<file path="config.mk">
export PLATFORM = sky130hd
export DESIGN_NAME = msac_range_residual_scorer_unit_flat
export DESIGN_NICKNAME = d
export VERILOG_FILES = /design/src/hdl/msac_pkg.sv /design/src/hdl/msac_ifs.sv /design/src/hdl/msac_mul.sv /design/src/hdl/msac_sqrt.sv /design/src/hdl/msac_range_residual_scorer_unit.sv /design/src/flat_wrapper.sv
export SDC_FILE = /design/constraint.sdc
export NUM_CORES = 2
export LEC_CHECK = 0
export ABC_CLOCK_PERIOD_IN_PS = 16100
export BUFFER_PORTS_ARGS = -buffer_cell sky130_fd_sc_hd__clkbuf_2
export CORE_MARGIN = 1.5
export CORE_UTILIZATION = 35
export CTS_CLUSTER_SIZE = 16
export DETAILED_ROUTE_END_ITERATION = 8
export PLACE_DENSITY = 0.59
export SYNTH_ARGS = -nofsm -noshare
export SYNTH_HDL_FRONTEND = slang
export SYNTH_SLANG_ARGS = --single-unit
export TNS_END_PERCENT = 5
</file>
<file path="constraint.sdc">
create_clock -name clock -period 16.1 [get_ports clock]
set_input_delay 4.025 -clock clock [delete_from_list [all_inputs] [get_ports clock]]
set_output_delay 4.025 -clock clock [all_outputs]
set_load 0.02 [all_outputs]
</file>
<file path="src/hdl/msac_pkg.sv">
`timescale 1ns / 1ps
package msac_pkg;

   // Configuration register indexes.
   localparam logic [7:0] CFG_COS   = 8'd0;
   localparam logic [7:0] CFG_SIN   = 8'd1;
   localparam logic [7:0] CFG_TRX   = 8'd2;
   localparam logic [7:0] CFG_TRY   = 8'd3;
   localparam logic [7:0] CFG_TRZ   = 8'd4;
   localparam logic [7:0] CFG_THR   = 8'd5;
   localparam int         CFG_COUNT = 6;

   localparam logic [31:0] COS_RESET = 32'h4000_0000;
   localparam logic [31:0] THR_RESET = 32'd196608;

   localparam int DEF_MAX_CONSTRAINTS = 4096;
   localparam int INDEX_W = 12;

   localparam logic [47:0] MASK48 = 48'hFFFF_FFFF_FFFF;
   localparam logic [30:0] DIFF_CAP = 31'h7FFF_FFFF;

   typedef logic signed [31:0] q30_type;

   // Limit a yaw term to plus or minus one in Q2.30.
   function automatic q30_type clamp_q30(input logic signed [31:0] v);
      q30_type r;
      if (v > 32'sh4000_0000) begin
         r = 32'sh4000_0000;
      end else if (v < -32'sh4000_0000) begin
         r = -32'sh4000_0000;
      end else begin
         r = v;
      end
      return r;
   endfunction

   // Magnitude of a 32-bit signed value; the most negative value fits unsigned.
   function automatic logic [31:0] mag32(input logic signed [31:0] v);
      logic signed [32:0] w;
      w = {v[31], v};
      if (v < 0) begin
         w = -w;
      end
      return w[31:0];
   endfunction

   // Magnitude of an axis difference, capped at 2^31-1.
   function automatic logic [30:0] cap_mag(input logic signed [37:0] d);
      logic signed [37:0] a;
      logic [30:0] r;
      a = (d < 0) ? -d : d;
      if (a > 38'sd2147483647) begin
         r = DIFF_CAP;
      end else begin
         r = a[30:0];
      end
      return r;
   endfunction

endpackage

</file>
<file path="src/hdl/msac_ifs.sv">
`timescale 1ns / 1ps
interface msac_req_if;
   logic               valid;
   logic               ready;
   logic signed [31:0] tag_x;
   logic signed [31:0] tag_y;
   logic signed [31:0] tag_z;
   logic signed [31:0] anchor_x;
   logic signed [31:0] anchor_y;
   logic signed [31:0] anchor_z;
   logic [31:0]        measured_range;
   logic [31:0]        range_deviation;
   logic               final_item;
   modport source (output valid, tag_x, tag_y, tag_z, anchor_x, anchor_y, anchor_z,
                   measured_range, range_deviation, final_item, input ready);
   modport sink (input valid, tag_x, tag_y, tag_z, anchor_x, anchor_y, anchor_z,
                 measured_range, range_deviation, final_item, output ready);
endinterface

interface msac_rsp_if;
   logic        valid;
   logic        ready;
   logic [11:0] constraint_index;
   logic        is_inlier;
   logic [31:0] residual_sq;
   logic [47:0] total_cost;
   logic        set_done;
   modport source (output valid, constraint_index, is_inlier, residual_sq, total_cost,
                   set_done, input ready);
   modport sink (input valid, constraint_index, is_inlier, residual_sq, total_cost,
                 set_done, output ready);
endinterface

interface msac_csr_if;
   logic        valid;
   logic        ready;
   logic [7:0]  index;
   logic [31:0] data;
   modport source (output valid, index, data, input ready);
   modport sink (input valid, index, data, output ready);
endinterface

</file>
<file path="src/hdl/msac_mul.sv">
`timescale 1ns / 1ps
// Shift-add multiplier: one multiplier bit per cycle.
module msac_mul (
   input  logic        clock,
   input  logic        reset,
   input  logic        start,
   input  logic [31:0] a,
   input  logic [31:0] b,
   output logic        done,
   output logic [63:0] product
);
   logic [31:0] hi_ff, hi_in;
   logic [31:0] lo_ff, lo_in;
   logic [31:0] a_ff, a_in;
   logic [4:0]  cnt_ff, cnt_in;
   logic        busy_ff, busy_in;
   logic        done_ff, done_in;
   logic [32:0] sum;

   // Add the multiplicand when the low bit is set, then shift the pair right.
   always_comb begin
      hi_in   = hi_ff;
      lo_in   = lo_ff;
      a_in    = a_ff;
      cnt_in  = cnt_ff;
      busy_in = busy_ff;
      done_in = 1'b0;
      sum     = {1'b0, hi_ff} + (lo_ff[0] ? {1'b0, a_ff} : 33'd0);
      if (start) begin
         hi_in   = '0;
         lo_in   = b;
         a_in    = a;
         cnt_in  = '0;
         busy_in = 1'b1;
      end else if (busy_ff) begin
         hi_in  = sum[32:1];
         lo_in  = {sum[0], lo_ff[31:1]};
         cnt_in = cnt_ff + 5'd1;
         if (cnt_ff == 5'd31) begin
            busy_in = 1'b0;
            done_in = 1'b1;
         end
      end
   end

   always_ff @(posedge clock) begin
      hi_ff  <= hi_in;
      lo_ff  <= lo_in;
      a_ff   <= a_in;
      cnt_ff <= cnt_in;
      if (reset) begin
         busy_ff <= 1'b0;
         done_ff <= 1'b0;
      end else begin
         busy_ff <= busy_in;
         done_ff <= done_in;
      end
   end

   assign done    = done_ff;
   assign product = {hi_ff, lo_ff};
endmodule

</file>
<file path="src/hdl/msac_sqrt.sv">
`timescale 1ns / 1ps
// Restoring integer square root: two radicand bits per cycle.
module msac_sqrt (
   input  logic        clock,
   input  logic        reset,
   input  logic        start,
   input  logic [63:0] radicand,
   output logic        done,
   output logic [31:0] root
);
   logic [63:0] xs_ff, xs_in;
   logic [34:0] rem_ff, rem_in;
   logic [31:0] root_ff, root_in;
   logic [4:0]  cnt_ff, cnt_in;
   logic        busy_ff, busy_in;
   logic        done_ff, done_in;
   logic [35:0] rem_t;
   logic [35:0] trial;

   // Bring down two bits and try to subtract four times the root plus one.
   always_comb begin
      xs_in   = xs_ff;
      rem_in  = rem_ff;
      root_in = root_ff;
      cnt_in  = cnt_ff;
      busy_in = busy_ff;
      done_in = 1'b0;
      rem_t   = {rem_ff[33:0], xs_ff[63:62]};
      trial   = {2'b00, root_ff, 2'b01};
      if (start) begin
         xs_in   = radicand;
         rem_in  = '0;
         root_in = '0;
         cnt_in  = '0;
         busy_in = 1'b1;
      end else if (busy_ff) begin
         xs_in  = {xs_ff[61:0], 2'b00};
         cnt_in = cnt_ff + 5'd1;
         if (rem_t >= trial) begin
            rem_in  = 35'(rem_t - trial);
            root_in = {root_ff[30:0], 1'b1};
         end else begin
            rem_in  = rem_t[34:0];
            root_in = {root_ff[30:0], 1'b0};
         end
         if (cnt_ff == 5'd31) begin
            busy_in = 1'b0;
            done_in = 1'b1;
         end
      end
   end

   always_ff @(posedge clock) begin
      xs_ff   <= xs_in;
      rem_ff  <= rem_in;
      root_ff <= root_in;
      cnt_ff  <= cnt_in;
      if (reset) begin
         busy_ff <= 1'b0;
         done_ff <= 1'b0;
      end else begin
         busy_ff <= busy_in;
         done_ff <= done_in;
      end
   end

   assign done = done_ff;
   assign root = root_ff;
endmodule

</file>
<file path="src/hdl/msac_range_residual_scorer_unit.sv">
`timescale 1ns / 1ps
// Scores one yaw and translation hypothesis against a stream of range
// constraints and returns one result beat per request beat, with the running
// MSAC cost. Each item is taken from its request beat, then uses nine 32-bit
// products on one shift-add multiplier, a square root and a 48-bit restoring
// division, and its result is then posted. Posting waits while the previous
// result is still unclaimed. One item is in work at a time; a finished result
// waits in an output register, so the next request beat is taken while the
// previous result is still unclaimed. The user must write configuration only
// while the block is idle; the block itself does not enforce it.
module msac_range_residual_scorer_unit #(
   parameter int MAX_CONSTRAINTS = msac_pkg::DEF_MAX_CONSTRAINTS
) (
   input  logic       clock,
   input  logic       reset,
   msac_req_if.sink   req_bus,
   msac_rsp_if.source rsp_bus,
   msac_csr_if.sink   csr_bus
);
   localparam int CNT_W = $clog2(MAX_CONSTRAINTS);
   localparam int PAD_W = 17 - CNT_W;

   localparam logic [2:0] ST_IDLE   = 3'd0;
   localparam logic [2:0] ST_LAUNCH = 3'd1;
   localparam logic [2:0] ST_MUL    = 3'd2;
   localparam logic [2:0] ST_ROOT   = 3'd3;
   localparam logic [2:0] ST_DIV    = 3'd4;
   localparam logic [2:0] ST_POST   = 3'd5;

   localparam logic [3:0] OP_CTX = 4'd0;
   localparam logic [3:0] OP_STY = 4'd1;
   localparam logic [3:0] OP_STX = 4'd2;
   localparam logic [3:0] OP_CTY = 4'd3;
   localparam logic [3:0] OP_DX  = 4'd4;
   localparam logic [3:0] OP_DY  = 4'd5;
   localparam logic [3:0] OP_DZ  = 4'd6;
   localparam logic [3:0] OP_E   = 4'd7;
   localparam logic [3:0] OP_TAU = 4'd8;

   // Configuration registers.
   logic [31:0] cfg_ff [msac_pkg::CFG_COUNT];

   always_ff @(posedge clock) begin
      if (reset) begin
         cfg_ff[msac_pkg::CFG_COS[2:0]] <= msac_pkg::COS_RESET;
         cfg_ff[msac_pkg::CFG_SIN[2:0]] <= '0;
         cfg_ff[msac_pkg::CFG_TRX[2:0]] <= '0;
         cfg_ff[msac_pkg::CFG_TRY[2:0]] <= '0;
         cfg_ff[msac_pkg::CFG_TRZ[2:0]] <= '0;
         cfg_ff[msac_pkg::CFG_THR[2:0]] <= msac_pkg::THR_RESET;
      end else if (csr_bus.valid && (csr_bus.index < 8'(msac_pkg::CFG_COUNT))) begin
         cfg_ff[3'(csr_bus.index)] <= csr_bus.data;
      end
   end
   assign csr_bus.ready = 1'b1;

   msac_pkg::q30_type cos_c, sin_c;
   assign cos_c = msac_pkg::clamp_q30(cfg_ff[msac_pkg::CFG_COS[2:0]]);
   assign sin_c = msac_pkg::clamp_q30(cfg_ff[msac_pkg::CFG_SIN[2:0]]);

   // Control and item registers.
   logic [2:0]         state_ff, state_in;
   logic [3:0]         op_ff, op_in;
   logic signed [31:0] tx_ff, ty_ff, ax_ff, ay_ff;
   logic [31:0]        meas_ff, dev_ff;
   logic               fin_ff;
   logic [30:0]        dxm_ff, dxm_in, dym_ff, dym_in, dzm_ff, dzm_in;
   logic signed [65:0] acc_ff, acc_in;
   logic [63:0]        sumsq_ff, sumsq_in;
   logic [47:0]        q_ff, q_in;
   logic [31:0]        rem_ff, rem_in;
   logic [5:0]         dcnt_ff, dcnt_in;
   logic [47:0]        e2_ff, e2_in;
   logic [47:0]        tau2_ff, tau2_in;
   logic [47:0]        cost_ff, cost_in;
   logic [CNT_W-1:0]   cnt_ff, cnt_in;
   logic               rsp_valid_ff, rsp_valid_in;
   logic [msac_pkg::INDEX_W-1:0] o_idx_ff, o_idx_in;
   logic               o_inl_ff, o_inl_in;
   logic [31:0]        o_res_ff, o_res_in;
   logic [47:0]        o_cost_ff, o_cost_in;
   logic               o_done_ff, o_done_in;

   logic               req_fire;
   logic               mul_start, mul_done, root_start, root_done;
   logic [31:0]        mul_a, mul_b, root_out;
   logic               mul_neg;
   logic [63:0]        mul_p;
   logic signed [64:0] sp;
   logic signed [65:0] rsum;
   logic signed [35:0] rot;
   logic signed [37:0] dz_full, dxy_full;
   logic [32:0]        rt;
   logic               dev_zero, e_over, inl, out_free;
   logic [47:0]        e2_eff, add;
   logic [48:0]        cost_sum;
   logic [16:0]        cnt_pad;

   assign req_fire      = req_bus.valid && req_bus.ready;
   assign req_bus.ready = (state_ff == ST_IDLE);
   assign out_free      = !rsp_valid_ff || rsp_bus.ready;

   // Operand selection for the shared multiplier.
   always_comb begin
      mul_a   = '0;
      mul_b   = '0;
      mul_neg = 1'b0;
      unique case (op_ff)
         OP_CTX: begin
            mul_a = msac_pkg::mag32(cos_c); mul_b = msac_pkg::mag32(tx_ff);
            mul_neg = cos_c[31] ^ tx_ff[31];
         end
         OP_STY: begin
            mul_a = msac_pkg::mag32(sin_c); mul_b = msac_pkg::mag32(ty_ff);
            mul_neg = sin_c[31] ^ ty_ff[31];
         end
         OP_STX: begin
            mul_a = msac_pkg::mag32(sin_c); mul_b = msac_pkg::mag32(tx_ff);
            mul_neg = sin_c[31] ^ tx_ff[31];
         end
         OP_CTY: begin
            mul_a = msac_pkg::mag32(cos_c); mul_b = msac_pkg::mag32(ty_ff);
            mul_neg = cos_c[31] ^ ty_ff[31];
         end
         OP_DX: begin
            mul_a = {1'b0, dxm_ff}; mul_b = {1'b0, dxm_ff};
         end
         OP_DY: begin
            mul_a = {1'b0, dym_ff}; mul_b = {1'b0, dym_ff};
         end
         OP_DZ: begin
            mul_a = {1'b0, dzm_ff}; mul_b = {1'b0, dzm_ff};
         end
         OP_E: begin
            mul_a = q_ff[31:0]; mul_b = q_ff[31:0];
         end
         OP_TAU: begin
            mul_a = cfg_ff[msac_pkg::CFG_THR[2:0]]; mul_b = cfg_ff[msac_pkg::CFG_THR[2:0]];
         end
         default: begin
            mul_a = '0;
         end
      endcase
   end

   assign mul_start  = (state_ff == ST_LAUNCH);
   assign sp         = mul_neg ? -$signed({1'b0, mul_p}) : $signed({1'b0, mul_p});

   msac_mul u_mul (
      .clock   (clock),
      .reset   (reset),
      .start   (mul_start),
      .a       (mul_a),
      .b       (mul_b),
      .done    (mul_done),
      .product (mul_p)
   );

   msac_sqrt u_sqrt (
      .clock    (clock),
      .reset    (reset),
      .start    (root_start),
      .radicand (sumsq_ff),
      .done     (root_done),
      .root     (root_out)
   );

   // Rounded rotation term and the translated axis difference.
   always_comb begin
      if (op_ff == OP_STY) begin
         rsum = acc_ff - 66'(sp) + 66'sd536870912;
      end else begin
         rsum = acc_ff + 66'(sp) + 66'sd536870912;
      end
      rot = 36'(rsum >>> 30);
      if (op_ff == OP_STY) begin
         dxy_full = 38'(rot) + 38'(signed'(cfg_ff[msac_pkg::CFG_TRX[2:0]])) - 38'(ax_ff);
      end else begin
         dxy_full = 38'(rot) + 38'(signed'(cfg_ff[msac_pkg::CFG_TRY[2:0]])) - 38'(ay_ff);
      end
      dz_full = 38'(req_bus.tag_z) + 38'(signed'(cfg_ff[msac_pkg::CFG_TRZ[2:0]]))
                - 38'(req_bus.anchor_z);
   end

   // Division step.
   assign rt       = {rem_ff, q_ff[47]};
   assign dev_zero = (dev_ff == '0);
   assign e_over   = |q_ff[47:32];

   // Final scoring.
   always_comb begin
      e2_eff   = (dev_zero || e_over) ? msac_pkg::MASK48 : e2_ff;
      inl      = !dev_zero && (e2_eff < tau2_ff);
      add      = inl ? e2_eff : tau2_ff;
      cost_sum = {1'b0, cost_ff} + {1'b0, add};
      cnt_pad  = {{PAD_W{1'b0}}, cnt_ff};
   end

   // Sequencer.
   always_comb begin
      state_in     = state_ff;
      op_in        = op_ff;
      dxm_in       = dxm_ff;
      dym_in       = dym_ff;
      dzm_in       = dzm_ff;
      acc_in       = acc_ff;
      sumsq_in     = sumsq_ff;
      q_in         = q_ff;
      rem_in       = rem_ff;
      dcnt_in      = dcnt_ff;
      e2_in        = e2_ff;
      tau2_in      = tau2_ff;
      cost_in      = cost_ff;
      cnt_in       = cnt_ff;
      root_start   = 1'b0;
      rsp_valid_in = rsp_valid_ff && !rsp_bus.ready;
      o_idx_in     = o_idx_ff;
      o_inl_in     = o_inl_ff;
      o_res_in     = o_res_ff;
      o_cost_in    = o_cost_ff;
      o_done_in    = o_done_ff;
      unique case (state_ff)
         ST_IDLE: begin
            if (req_fire) begin
               dzm_in   = msac_pkg::cap_mag(dz_full);
               op_in    = OP_CTX;
               state_in = ST_LAUNCH;
            end
         end
         ST_LAUNCH: begin
            state_in = ST_MUL;
         end
         ST_MUL: begin
            if (mul_done) begin
               op_in    = op_ff + 4'd1;
               state_in = ST_LAUNCH;
               unique case (op_ff)
                  OP_CTX, OP_STX: acc_in = 66'(sp);
                  OP_STY: dxm_in = msac_pkg::cap_mag(dxy_full);
                  OP_CTY: dym_in = msac_pkg::cap_mag(dxy_full);
                  OP_DX: sumsq_in = mul_p;
                  OP_DY: sumsq_in = sumsq_ff + mul_p;
                  OP_DZ: begin
                     sumsq_in   = sumsq_ff + mul_p;
                     state_in   = ST_ROOT;
                  end
                  OP_E: e2_in = mul_p[63:16];
                  OP_TAU: begin
                     tau2_in  = mul_p[63:16];
                     state_in = ST_POST;
                  end
                  default: state_in = ST_IDLE;
               endcase
            end
         end
         ST_ROOT: begin
            root_start = (op_ff == OP_E);
            op_in      = OP_DX;
            if (root_done) begin
               state_in = ST_DIV;
               dcnt_in  = '0;
               rem_in   = '0;
               q_in     = {(root_out >= meas_ff) ? root_out - meas_ff
                                                 : meas_ff - root_out, 16'd0};
            end
         end
         ST_DIV: begin
            dcnt_in = dcnt_ff + 6'd1;
            if (rt >= {1'b0, dev_ff}) begin
               rem_in = 32'(rt - {1'b0, dev_ff});
               q_in   = {q_ff[46:0], 1'b1};
            end else begin
               rem_in = rt[31:0];
               q_in   = {q_ff[46:0], 1'b0};
            end
            if (dcnt_ff == 6'd47) begin
               op_in    = OP_E;
               state_in = ST_LAUNCH;
            end
         end
         ST_POST: begin
            if (out_free) begin
               rsp_valid_in = 1'b1;
               o_idx_in     = cnt_pad[msac_pkg::INDEX_W-1:0];
               o_inl_in     = inl;
               o_res_in     = (|e2_eff[47:32]) ? 32'hFFFF_FFFF : e2_eff[31:0];
               o_cost_in    = cost_sum[48] ? msac_pkg::MASK48 : cost_sum[47:0];
               o_done_in    = fin_ff;
               if (fin_ff) begin
                  cost_in = '0;
                  cnt_in  = '0;
               end else begin
                  cost_in = cost_sum[48] ? msac_pkg::MASK48 : cost_sum[47:0];
                  cnt_in  = (cnt_ff == CNT_W'(MAX_CONSTRAINTS - 1)) ? '0
                                                                    : cnt_ff + 1'b1;
               end
               state_in = ST_IDLE;
            end
         end
         default: state_in = ST_IDLE;
      endcase
   end

   always_ff @(posedge clock) begin
      if (req_fire) begin
         tx_ff   <= req_bus.tag_x;
         ty_ff   <= req_bus.tag_y;
         ax_ff   <= req_bus.anchor_x;
         ay_ff   <= req_bus.anchor_y;
         meas_ff <= req_bus.measured_range;
         dev_ff  <= req_bus.range_deviation;
         fin_ff  <= req_bus.final_item;
      end
      dxm_ff    <= dxm_in;
      dym_ff    <= dym_in;
      dzm_ff    <= dzm_in;
      acc_ff    <= acc_in;
      sumsq_ff  <= sumsq_in;
      q_ff      <= q_in;
      rem_ff    <= rem_in;
      dcnt_ff   <= dcnt_in;
      e2_ff     <= e2_in;
      tau2_ff   <= tau2_in;
      o_idx_ff  <= o_idx_in;
      o_inl_ff  <= o_inl_in;
      o_res_ff  <= o_res_in;
      o_cost_ff <= o_cost_in;
      o_done_ff <= o_done_in;
      if (reset) begin
         state_ff     <= ST_IDLE;
         op_ff        <= OP_CTX;
         cost_ff      <= '0;
         cnt_ff       <= '0;
         rsp_valid_ff <= 1'b0;
      end else begin
         state_ff     <= state_in;
         op_ff        <= op_in;
         cost_ff      <= cost_in;
         cnt_ff       <= cnt_in;
         rsp_valid_ff <= rsp_valid_in;
      end
   end

   assign rsp_bus.valid            = rsp_valid_ff;
   assign rsp_bus.constraint_index = o_idx_ff;
   assign rsp_bus.is_inlier        = o_inl_ff;
   assign rsp_bus.residual_sq      = o_res_ff;
   assign rsp_bus.total_cost       = o_cost_ff;
   assign rsp_bus.set_done         = o_done_ff;

`ifndef SYNTHESIS
   // A final beat clears the running cost and index right after it is posted.
   a_final_clears: assert property (@(posedge clock) disable iff (reset)
      (state_ff == ST_POST && out_free && fin_ff) |=> (cost_ff == '0 && cnt_ff == '0))
      else $error("cost or index not cleared after final beat");
   // An inlier that carries the saturated residual never has an empty cost.
   a_inlier_res: assert property (@(posedge clock) disable iff (reset)
      (rsp_valid_ff && o_inl_ff) |-> (o_res_ff != 32'hFFFF_FFFF || o_cost_ff != '0))
      else $error("inlier with saturated residual and empty cost");
   // The set index stays below MAX_CONSTRAINTS.
   a_cnt_range: assert property (@(posedge clock) disable iff (reset)
      (17'(cnt_ff) < 17'(MAX_CONSTRAINTS)))
      else $error("constraint counter out of range");
   // A new request is only taken while idle, and it moves the sequencer to launch.
   a_accept_idle: assert property (@(posedge clock) disable iff (reset)
      req_fire |=> (state_ff == ST_LAUNCH))
      else $error("request accepted outside idle");
`endif
endmodule

</file>
<file path="src/flat_wrapper.sv">
// flat-port wrapper written by rule: the top's interface ports become plain ports
module msac_range_residual_scorer_unit_flat 
#(
   parameter int MAX_CONSTRAINTS = msac_pkg::DEF_MAX_CONSTRAINTS
)
  (clock, reset, req_bus_valid, req_bus_tag_x, req_bus_tag_y, req_bus_tag_z, req_bus_anchor_x, req_bus_anchor_y, req_bus_anchor_z, req_bus_measured_range, req_bus_range_deviation, req_bus_final_item, req_bus_ready, rsp_bus_valid, rsp_bus_constraint_index, rsp_bus_is_inlier, rsp_bus_residual_sq, rsp_bus_total_cost, rsp_bus_set_done, rsp_bus_ready, csr_bus_valid, csr_bus_index, csr_bus_data, csr_bus_ready);
  msac_req_if req_bus_i ();
  msac_rsp_if rsp_bus_i ();
  msac_csr_if csr_bus_i ();
  input  logic clock;
  input  logic reset;
  input wire logic [$bits(req_bus_i.valid)-1:0] req_bus_valid;
  input wire logic [$bits(req_bus_i.tag_x)-1:0] req_bus_tag_x;
  input wire logic [$bits(req_bus_i.tag_y)-1:0] req_bus_tag_y;
  input wire logic [$bits(req_bus_i.tag_z)-1:0] req_bus_tag_z;
  input wire logic [$bits(req_bus_i.anchor_x)-1:0] req_bus_anchor_x;
  input wire logic [$bits(req_bus_i.anchor_y)-1:0] req_bus_anchor_y;
  input wire logic [$bits(req_bus_i.anchor_z)-1:0] req_bus_anchor_z;
  input wire logic [$bits(req_bus_i.measured_range)-1:0] req_bus_measured_range;
  input wire logic [$bits(req_bus_i.range_deviation)-1:0] req_bus_range_deviation;
  input wire logic [$bits(req_bus_i.final_item)-1:0] req_bus_final_item;
  output wire logic [$bits(req_bus_i.ready)-1:0] req_bus_ready;
  output wire logic [$bits(rsp_bus_i.valid)-1:0] rsp_bus_valid;
  output wire logic [$bits(rsp_bus_i.constraint_index)-1:0] rsp_bus_constraint_index;
  output wire logic [$bits(rsp_bus_i.is_inlier)-1:0] rsp_bus_is_inlier;
  output wire logic [$bits(rsp_bus_i.residual_sq)-1:0] rsp_bus_residual_sq;
  output wire logic [$bits(rsp_bus_i.total_cost)-1:0] rsp_bus_total_cost;
  output wire logic [$bits(rsp_bus_i.set_done)-1:0] rsp_bus_set_done;
  input wire logic [$bits(rsp_bus_i.ready)-1:0] rsp_bus_ready;
  input wire logic [$bits(csr_bus_i.valid)-1:0] csr_bus_valid;
  input wire logic [$bits(csr_bus_i.index)-1:0] csr_bus_index;
  input wire logic [$bits(csr_bus_i.data)-1:0] csr_bus_data;
  output wire logic [$bits(csr_bus_i.ready)-1:0] csr_bus_ready;
  assign req_bus_i.valid = req_bus_valid;
  assign req_bus_i.tag_x = req_bus_tag_x;
  assign req_bus_i.tag_y = req_bus_tag_y;
  assign req_bus_i.tag_z = req_bus_tag_z;
  assign req_bus_i.anchor_x = req_bus_anchor_x;
  assign req_bus_i.anchor_y = req_bus_anchor_y;
  assign req_bus_i.anchor_z = req_bus_anchor_z;
  assign req_bus_i.measured_range = req_bus_measured_range;
  assign req_bus_i.range_deviation = req_bus_range_deviation;
  assign req_bus_i.final_item = req_bus_final_item;
  assign req_bus_ready = req_bus_i.ready;
  assign rsp_bus_valid = rsp_bus_i.valid;
  assign rsp_bus_constraint_index = rsp_bus_i.constraint_index;
  assign rsp_bus_is_inlier = rsp_bus_i.is_inlier;
  assign rsp_bus_residual_sq = rsp_bus_i.residual_sq;
  assign rsp_bus_total_cost = rsp_bus_i.total_cost;
  assign rsp_bus_set_done = rsp_bus_i.set_done;
  assign rsp_bus_i.ready = rsp_bus_ready;
  assign csr_bus_i.valid = csr_bus_valid;
  assign csr_bus_i.index = csr_bus_index;
  assign csr_bus_i.data = csr_bus_data;
  assign csr_bus_ready = csr_bus_i.ready;
  msac_range_residual_scorer_unit #(.MAX_CONSTRAINTS(MAX_CONSTRAINTS)) u_core (.clock(clock), .reset(reset), .req_bus(req_bus_i), .rsp_bus(rsp_bus_i), .csr_bus(csr_bus_i));
endmodule
</file>
==> flow_summary.toml <==
[floorplan]
die_h_um = 484
die_x_um = 484
rows = 176
start_util_pct = 35.2
die_area_mm2 = 0.234
top_level_ports = 399
core_mm2 = 0.230

[placement]
placed_cell_area_mm2 = 0.0862
preCtsSetupSlack_ps = 2660
port_buffers = 397
hpwl_um = 194000
gp_congestion = 0.925

[pwr]
power.share.combinational_pct = 65.9
finalPower_mw = 22.1
p_seq_share_pct = 18.7
clock_power_share_pct = 15.4
p_sw_mw = 10.9
internal_power_mw = 11.2
swShare_pct = 49.4
power.density_mw_per_mm2 = 243
peakVddDrop_uv = 237
p_leak_nw = 37.4

[timing]
setup_viol = 0
rsz0062_at_grt = "false"
hold_violations = 0
worst_slew_pin_slew_ps = 1420
min_period_over_period_pct = 84.5
skew_ps = 34.3
min_period_ps = 13600
fin_setup_tns_ps = 0
relSlewSlack_pct = 3.22
hold_ws_ps = 482
setup_slack_ps = 2500
drv_slew = 0
max_freq_mhz = 73.5

[synthesis]
yosys.area_share.adder_pct = 13.6
synth_fp_nets = 9431
synth_top_area_share_pct = 37.5
synth_compound_area_share_pct = 16.3
synth_xor_area_share_pct = 5.91
synth_top_flop_cell = "edfxtp_1"
synthCells = 8316
yosysSeqAreaShare_pct = 42.0
synth_edf_count = 1011
syn-cell-area_mm2 = 0.0809
async_flop_share_pct = 0
synth-seq-cells = 1191
synth_simple_gate_area_share_pct = 15.0
synth_area_per_cell_um2 = 9.73
yosys-mux-area-fraction_pct = 2.56
synth_top_family_by_area = "compound AO/OA/AOI/OAI gates"
yosys_warnings = 0
synth_area_leaders = "edfxtp_1 38%, ha_1 11%, dfxtp_1 4.5%"
synthDistinctLibCells = 102
synth_largest_area_cell = "edfxtp_1"

[routing]
drc = 0
wl_per_cell_um = 21.4
vias = 63800
drtIter0Drc = 5617
firstDrtPassIters = 6
routed.top_layer = "met5"
ant_nets = 0
routed-wl-met3_um = 13900
wl_met2_um = 111000
via_per_inst = 5.42
wl_met1_um = 118000
drt-total-wl_um = 252000

[clock_network]
numCtsBuffers = 144
clock-root-buffer = "clkbuf_16"
hold_buffers = 0
cts_resized = 0
clock_latency_ps = 810
clock-sinks = 1191
clockBufferDepth = 3
cts_tree = "yes"
cts_setup_buffers = 0
cts.clk_slew.worst_paths_ps = 60
cts-htree-levels = 4

[global_route]
grt_max_degree = 83
gr-usage-all-layers_pct = 20.8
grt_pass1_vias = 61600
antenna_found_initial = 7
grt.overflow.total = 0
grt_pass1_wl_um = 378000

[critical_path]
worstSetupPathType = "register to register"
rr_worst_depth = 41
r2r_start = "u_core.cfg_ff[1][31]"
arrival_ps = 14110
r2r_slack_ps = 2500
r2r_end = "u_core.dym_ff[26]"
cpMaxStageDelayCell = "o21ai_0"
endpoint_kind = "register"
cp-start-kind = "register"
path_max_fanout = 30
max_stage_delay_ps = 830
required_ps = 16610

[min_path]
hold_end = "u_core.cost_ff[45]"
worstHoldStart = "u_core.cost_ff[45]"
hold_depth = 1
hp-class = "register to register"

[final_layout]
nets = 9730
syn_to_final_growth_pct = 12.6
drive_gt1_share_pct = 9.90
final_area_mm2 = 0.0911
fillerInstances = 22700

[outcome]
status = "finished, final reports clean"

[run]
maxCapViolations = 0
[per-layer routing]
layer | vias to the layer above | global-route usage (%)
li1 | 30700 | -
met1 | 30700 | 29.4
met2 | 2016 | 32.6
met3 | 353 | 2.70
met4 | 4 | 7.26
met5 | - | 0
[layout make-up]
type                    instances  area (um2)  area share (%)
multi-input cells            6133       43300            47.6
clock inverters                84         942            1.03
flip-flops and latches       1191       34000            37.3
repair buffers                473        2560            2.81
inverters                     672        2520            2.77
clock buffers                 178        3940            4.33
diodes                          4        10.0          0.0110
well taps                    3026        3790            4.16
[worst max-delay path: cells and delay by family, from the launching register on]
family                   cells  cell delay, ps
multiplexers                 2             570
buffers and inverters        4            1310
AND/OR/NAND/NOR             11            2870
XOR/XNOR                     3             560
flip-flops                   1             760
AO/OA/AOI/OAI               17            5660
adder cells (fa/ha/maj)      4            1500
[worst max path at each step]
stage                               start                end  slack [ps]  depth (start not counted)
CTS                  u_core.cfg_ff[1][31]  u_core.dxm_ff[25]        2620                         41
floorplan           u_core.u_mul.lo_ff[9]  u_core.dxm_ff[17]        5830                         39
finish               u_core.cfg_ff[1][31]  u_core.dym_ff[26]        2500                         41
detailed placement   u_core.cfg_ff[1][31]  u_core.dxm_ff[25]        2660                         42
global placement     u_core.cfg_ff[1][31]   u_core.dxm_ff[5]        2830                         42
global route         u_core.cfg_ff[1][31]  u_core.dym_ff[15]        1720                         41
[cell usage after synthesis (180+ instances only)]
library cell  count
xnor2_1         310
xor2_1          236
clkbuf_1        279
nand2_1         783
inv_1           672
nor2_1          680
edfxtp_1       1011
ha_1            703
dfxtp_1         180
a21oi_1         594
o21ai_0         428
a21o_1          203
[flip-flops by register name, indices dropped and copies added (netlist names), 34 cells and up]
| register | count |
|---|---|
| u_core.cost_ff | 48 |
| u_core.tau2_ff | 48 |
| u_core.sumsq_ff | 64 |
| u_core.u_sqrt.xs_ff | 64 |
| u_core.e2_ff | 48 |
| u_core.cfg_ff | 192 |
| u_core.u_sqrt.rem_ff | 34 |
| u_core.q_ff | 48 |
| u_core.rsp_bus.total_cost | 48 |
| u_core.acc_ff | 65 |
[placed cells by master (no fill, tap or decap), types with 28 or more instances in the layout]
cell type,synthesis,routed
a21oi_1,594,594
clkbuf_16,0,152
o41ai_1,33,33
or4_1,37,37
buf_4,1,76
or3_1,103,103
and3_1,88,84
mux2_2,62,62
nand4_1,94,94
nand2_1,783,781
dfxtp_1,180,178
a31oi_1,72,72
nor4_1,55,54
xor2_1,236,236
nor2_1,680,671
o31ai_1,79,79
and2_1,112,111
a21o_1,203,202
inv_1,672,670
nand2b_1,147,145
a221oi_1,33,33
mux2i_1,135,135
xnor2_1,310,310
a22o_1,51,51
a22oi_1,35,35
o21a_1,61,61
ha_1,703,703
o211ai_1,41,41
nor2b_1,76,76
edfxtp_1,1011,1011
nor3_1,131,128
o21ai_0,428,427
o21bai_1,63,63
clkbuf_2,0,397
a211oi_1,81,81
or2_2,28,28
nand3_1,107,106
fa_1,110,110
[cell families (layout without fill, tap and decap cells)]
logic type,Yosys count,after routing
mux,198,198
other cells,1,5
flops,1191,1191
fa+ha+maj,813,813
buf+inv,992,1407
xor+xnor,546,546
compound gates,2050,2050
simple gates,2525,2525
[power by group through the flow]
stage | clock network, mW | logic, mW | registers (mW)
floorplan | 0 | 10.5 | 3.99
global placement | 0 | 14.2 | 4.18
detailed placement | 0 | 14.3 | 4.19
CTS | 3.49 | 14.4 | 4.12
global route | 3.60 | 16.0 | 4.15
finish | 3.41 | 14.5 | 4.13
[per-stage QoR]
| step | cells | util [%] |
|---|---|---|
| floorplan | 8316 | - |
| global placement | 11500 | 37.5 |
| detailed placement | 11500 | 37.5 |
| CTS | 11800 | 39.6 |
| global route | 11800 | 39.6 |
| finish | 11800 | 39.6 |
Power figures use the tool's default switching activity.
